<file path="config.mk">
export PLATFORM = sky130hd
export DESIGN_NAME = qrs_queue
export DESIGN_NICKNAME = d
export VERILOG_FILES = /design/src/rtl/quadratic_root_solver_macros.svh /design/src/rtl/qrs_pkg.sv /design/src/rtl/qrs_queue.sv
export SDC_FILE = /design/constraint.sdc
export NUM_CORES = 1
export LEC_CHECK = 0
export ABC_AREA = 1
export BUFFER_PORTS_ARGS = -buffer_cell sky130_fd_sc_hd__buf_2
export CELL_PAD_IN_SITES_DETAIL_PLACEMENT = 0
export CELL_PAD_IN_SITES_GLOBAL_PLACEMENT = 1
export CORE_MARGIN = 10
export CORE_UTILIZATION = 30
export DETAILED_ROUTE_END_ITERATION = 10
export GPL_TIMING_DRIVEN = 0
export PLACE_DENSITY_LB_ADDON = 0.1
export RECOVER_POWER = 50
export SYNTH_ARGS = -nofsm -noshare
export SYNTH_HDL_FRONTEND = slang
export SYNTH_SLANG_ARGS = --single-unit
</file>
<file path="constraint.sdc">
create_clock -name clk -period 9.75 [get_ports clk]
set_input_delay 0.4875 -clock clk [delete_from_list [all_inputs] [get_ports clk]]
set_output_delay 0.4875 -clock clk [all_outputs]
set_load 0.01 [all_outputs]
</file>
<file path="src/rtl/quadratic_root_solver_macros.svh">
// ----------------------------------------------------------------------------
// Assertion macros for the solver RTL
// Checks are clocked on clk and are off while rst_n is low.
// ----------------------------------------------------------------------------
`ifndef QUADRATIC_ROOT_SOLVER_MACROS_SVH
`define QUADRATIC_ROOT_SOLVER_MACROS_SVH

// Check a property at every clock edge
`define QRS_CHECK(lbl, prop, msg) \
    lbl: assert property (@(posedge clk) disable iff (!rst_n) prop) else $error(msg);

// Check that a condition leads to a consequence in the next cycle
`define QRS_CHECK_NEXT(lbl, ante, cons, msg) \
    lbl: assert property (@(posedge clk) disable iff (!rst_n) (ante) |=> (cons)) else $error(msg);

`endif

</file>
<file path="src/rtl/qrs_pkg.sv">
// ----------------------------------------------------------------------------
// qrs_pkg
// Shared widths, codes and job types of the quadratic root solver.
// ----------------------------------------------------------------------------
`default_nettype none

package qrs_pkg;

    localparam int FRAC_BITS_DEF = 16;
    localparam int COEF_W        = 32;
    localparam int TOL_W         = 16;
    localparam int D_W           = 66;           // discriminant magnitude
    localparam int ROOT_W        = D_W / 2;      // floor square root width
    localparam int NUM_W         = 35;           // signed numerator
    localparam int MAG_W         = NUM_W - 1;    // numerator magnitude
    localparam int DEN_W         = COEF_W + 1;   // magnitude of 2a or b
    localparam int QUO_W         = 32;
    localparam int QUEUE_DEPTH   = 4;

    localparam logic [QUO_W-1:0] SAT_POS = 32'h7FFF_FFFF;
    localparam logic [QUO_W-1:0] SAT_NEG = 32'h8000_0000;

    typedef enum logic [1:0] {
        CLS_NONE = 2'd0,
        CLS_ONE  = 2'd1,
        CLS_TWO  = 2'd2,
        CLS_INF  = 2'd3
    } qrs_cls_t;

    // Data that rides alongside the square root
    typedef struct packed {
        qrs_cls_t                 cls;
        logic signed [NUM_W-1:0]  base;     // -b or -c
        logic                     den_neg;
        logic [DEN_W-1:0]         den_mag;  // |2a| or |b|
    } qrs_side_t;

    // One classified equation handed from front to back
    typedef struct packed {
        qrs_side_t        side;
        logic [D_W-1:0]   disc;            // zero unless two roots
    } qrs_job_t;

endpackage

`default_nettype wire

</file>
<file path="src/rtl/qrs_queue.sv">
// ----------------------------------------------------------------------------
// qrs_queue
// Short job queue between front and back so each side stalls on its own.
// ----------------------------------------------------------------------------
`default_nettype none

module qrs_queue
    import qrs_pkg::*;
(
    input  wire logic     clk,
    input  wire logic     rst_n,
    input  wire logic     wr_valid,
    output logic          wr_ready,
    input  wire qrs_job_t wr_job,
    output logic          rd_valid,
    input  wire logic     rd_ready,
    output qrs_job_t      rd_job
);

    localparam int PTR_W = $clog2(QUEUE_DEPTH);

    qrs_job_t             mem_reg [QUEUE_DEPTH];
    logic [PTR_W-1:0]     wr_ptr_reg, rd_ptr_reg;
    logic [PTR_W:0]       count_reg;
    logic                 push, pop;

    assign wr_ready = count_reg < (PTR_W+1)'(QUEUE_DEPTH);
    assign rd_valid = count_reg != '0;
    assign push     = wr_valid && wr_ready;
    assign pop      = rd_valid && rd_ready;
    assign rd_job   = mem_reg[rd_ptr_reg];

    // Store a beat
    always_ff @(posedge clk)
    begin
        if (push)
            mem_reg[wr_ptr_reg] <= wr_job;
    end

    // Advance pointers and fill count
    always_ff @(posedge clk or negedge rst_n)
    begin
        if (!rst_n)
        begin
            wr_ptr_reg <= '0;
            rd_ptr_reg <= '0;
            count_reg  <= '0;
        end
        else
        begin
            if (push)
                wr_ptr_reg <= (wr_ptr_reg == PTR_W'(QUEUE_DEPTH-1)) ? '0 : wr_ptr_reg + 1'b1;
            if (pop)
                rd_ptr_reg <= (rd_ptr_reg == PTR_W'(QUEUE_DEPTH-1)) ? '0 : rd_ptr_reg + 1'b1;
            if (push && !pop)
                count_reg <= count_reg + 1'b1;
            else if (pop && !push)
                count_reg <= count_reg - 1'b1;
        end
    end

endmodule

`default_nettype wire

</file>
==> run summary <==
Hold WC Path Type: in2reg
TritonRoute pass-1 iters: 6
Mapped Area: 22250 um2
Final Wtd Congestion: 0.7371
I/O pin cnt: 280
FMAX: 262.9 MHz
Startpoint Class: register
DR vias/cell: 4.433
Via count of the first global-routing pass: 14140
Number of flip-flops under the largest register name: 548
Worst r2r path cells: 7
Register area share after synthesis: 74.76%
Critical Path End Type: register
Ratio of cells with drive above 1 in the final layout: 16.20%
Logic pwr share: 36.1%
Max stage delay cell, worst path: nor2_1
CTS H-Tree Depth: 3
Final max-slew violation count: 31
WP data arrival: 4.08 ns
Pint: 5.387 mW
Worst path cell trace: inv_1, nand2_1, nor2_1, clkbuf_1, buf_16, buf_12, buf_12
ANT nets after route: 0
NetSw: 3.046 mW
First-pass GRT wire length: 94.20 mm
Placement Cell Area: 25380 um2
Initial antenna violation count: 9
Number of warnings issued by yosys: 0
Initial core utilization: 30.39%
DIE AREA: 85440 um2
Post-Synthesis Mean Instance Area: 13.46 um2
CTS tree: built
Worst Clk Skew: 0.02073 ns
CTS root buf: clkbuf_16
DP HPWL: 42.78 mm
IO Port Bufs: 279
GRT Total Usage: 14.78%
Failing checks: max-capacitance violations, max-slew violations
CP Max Fanout: 22
Period utilisation layout: 39.01%
Hold Violations, Final: 0
Core area: 73210 um2
Gate Count Post-Synth: 1653
VDD IR max: 0.0001535 V
# clock sinks: 555
Critical path required time: 10.02 ns
Sequential share of power: 36.8%
Switching Share: 36.12%
Nets: 2174
Total power: 8.432 mW
Relative slew slack: -40.87%
Netlist cell types: 17
Clock power frac: 27.1%
Site Rows: 99
TritonCTS buffer count: 67
Total Wirelength: 64.03 mm
Mapped Nets: 1801
Gr ovfl total: 0
Routed len/inst: 21.10 um
Max_cap viols: 2
Worst-path clk slew: 0.06 ns
Critical path's most frequent cell: buf_12
Fillers: 7154
Final setup fails: 0
Residual DRC: 0
Synth Register Bits: 555
Die width: 292.3 um
Worst-Margin Slew: 2.105 ns
Syn-to-layout area delta: 21.98%
DRT iter0 DRCs: 602
Static Leak: 10.34 nW
Min-Delay Path Depth: 1
Worst R2R Setup Slack: 5.95 ns
RSZ-0062 raised after global routing: no
CP peak stage delay: 1.13 ns
Crit path kind: reg2reg
Worst-Skew Late Latency: 0.59 ns
Post-route minimum period: 3.804 ns
Multi-input combinational cell area: 3826 um2
Final core utilization: 37.06%
Vias: 13450
Pwr dens: 310.8 nW/um2
Register Area: 16630 um2
Die Ht: 292.3 um
Clock Path Buffers: 3
Outcome: complete, but fails checks
Largest net degree at the start of global routing: 26
Finished Cell Area: 27130 um2
-- what timing repair did --
item | CTS | global route
setup buffers | 0 | 0
hold buffers | 1 | 0
resized for setup | 0 | 0
endpoints found under the hold margin | 7 | 0
-- cells in the final DEF (no fill, tap or decap), types with 2 or more instances in the layout --
cell         n
o211ai_1   274
edfxtp_1   548
nand3_1      4
bufinv_16    2
nor2_1       5
buf_16       2
dfrtp_1      7
clkbuf_1   162
clkinv_2    10
buf_4        7
inv_6        2
buf_2      181
ha_1         6
buf_6       39
inv_1      285
buf_12      20
clkbuf_16   69
clkinv_1    15
o21ai_0      2
nand2_1    426
-- power by group through the flow --
stage                     clock network [mW]  logic (mW)  registers (mW)
after global routing                    2.45        3.41            3.13
after CTS                               2.37        3.23            3.10
after global placement                     0        3.10            3.33
after detailed placement                   0        3.22            3.15
after floorplan                            0        1.69            3.22
final                                   2.29        3.04            3.10
-- area by class of cell --
type                       instances  area share (%)
sequential                       555           61.29
multi-input combinational        721           14.10
clock buffer                      86           6.599
timing repair buffer             304           6.244
tap                              959           4.422
inverter                         286           3.956
buffer                            91           2.628
clock inverter                    31          0.7470
antenna                            1        0.009223
-- worst paths after layout --
| path | end | startpoint |
|---|---|---|
| max | mem_reg[3][106] | count_reg[2] |
| min | mem_reg[3][127] | wr_job[127] |
| max reg2reg | mem_reg[3][106] | count_reg[2] |
| min reg2reg | count_reg[2] | count_reg[2] |
| max in group asynchronous | rd_ptr_reg[0] | rst_n |
| min in group asynchronous | count_reg[2] | rst_n |
-- stage by stage --
step | instances | TNS, ns | setup WS, ns | hold WS [ns]
after detailed placement | 2915 | 0 | 7.050 | 0.3398
after CTS | 3033 | 0 | 6.845 | 0.06514
after global placement | 2891 | -1781.38 | -3.389 | 0.3406
final | 3034 | 0 | 5.946 | 0.1525
after floorplan | 1653 | 0 | 2.788 | 0.1919
after global routing | 3033 | 0 | 5.518 | 0.1293
-- metal layers --
metal | track usage (%) | share of wire, % | vias up
met5 | 0 | 0.17 | -
met4 | 3.646 | 2.0 | 18
met3 | 4.009 | 5.3 | 99
met2 | 24.71 | 48 | 272
met1 | 18.80 | 44 | 6523
li1 | - | - | 6538
-- worst max-delay path, delay by kind of cell (launching register included) --
family	cells	cell delay, ns
buf+inv	5	1.76
simple gates	2	1.31
flops	1	0.37
-- cells by family (layout without fill, tap and decap cells) --
logic type | after synthesis | after routing | synth area share (%)
adder cells (fa/ha/maj) | 7 | 7 | 0.4275
AND/OR/NAND/NOR | 437 | 437 | 7.408
flip-flops | 555 | 555 | 74.76
AO/OA/AOI/OAI | 276 | 276 | 9.292
XOR/XNOR | 1 | 1 | 0.03938
other | 0 | 1 | 0
buffers and inverters | 377 | 798 | 8.071
-- synth_stat cells --
library cell,n,area share [%]
dfrtp_1,7,0.79
edfxtp_1,548,74
o211ai_1,274,9.2
nand3_1,4,0.090
inv_1,285,4.8
buf_4,7,0.24
nand2_1,426,7.2
clkbuf_1,1,0.017
nand4_1,1,0.028
buf_2,43,0.97
buf_6,40,2.0
fa_1,1,0.090
xnor2_1,1,0.039
nor2_1,6,0.10
o21ai_0,2,0.045
inv_2,1,0.017
ha_1,6,0.34
(Power assumes the default switching activity.)
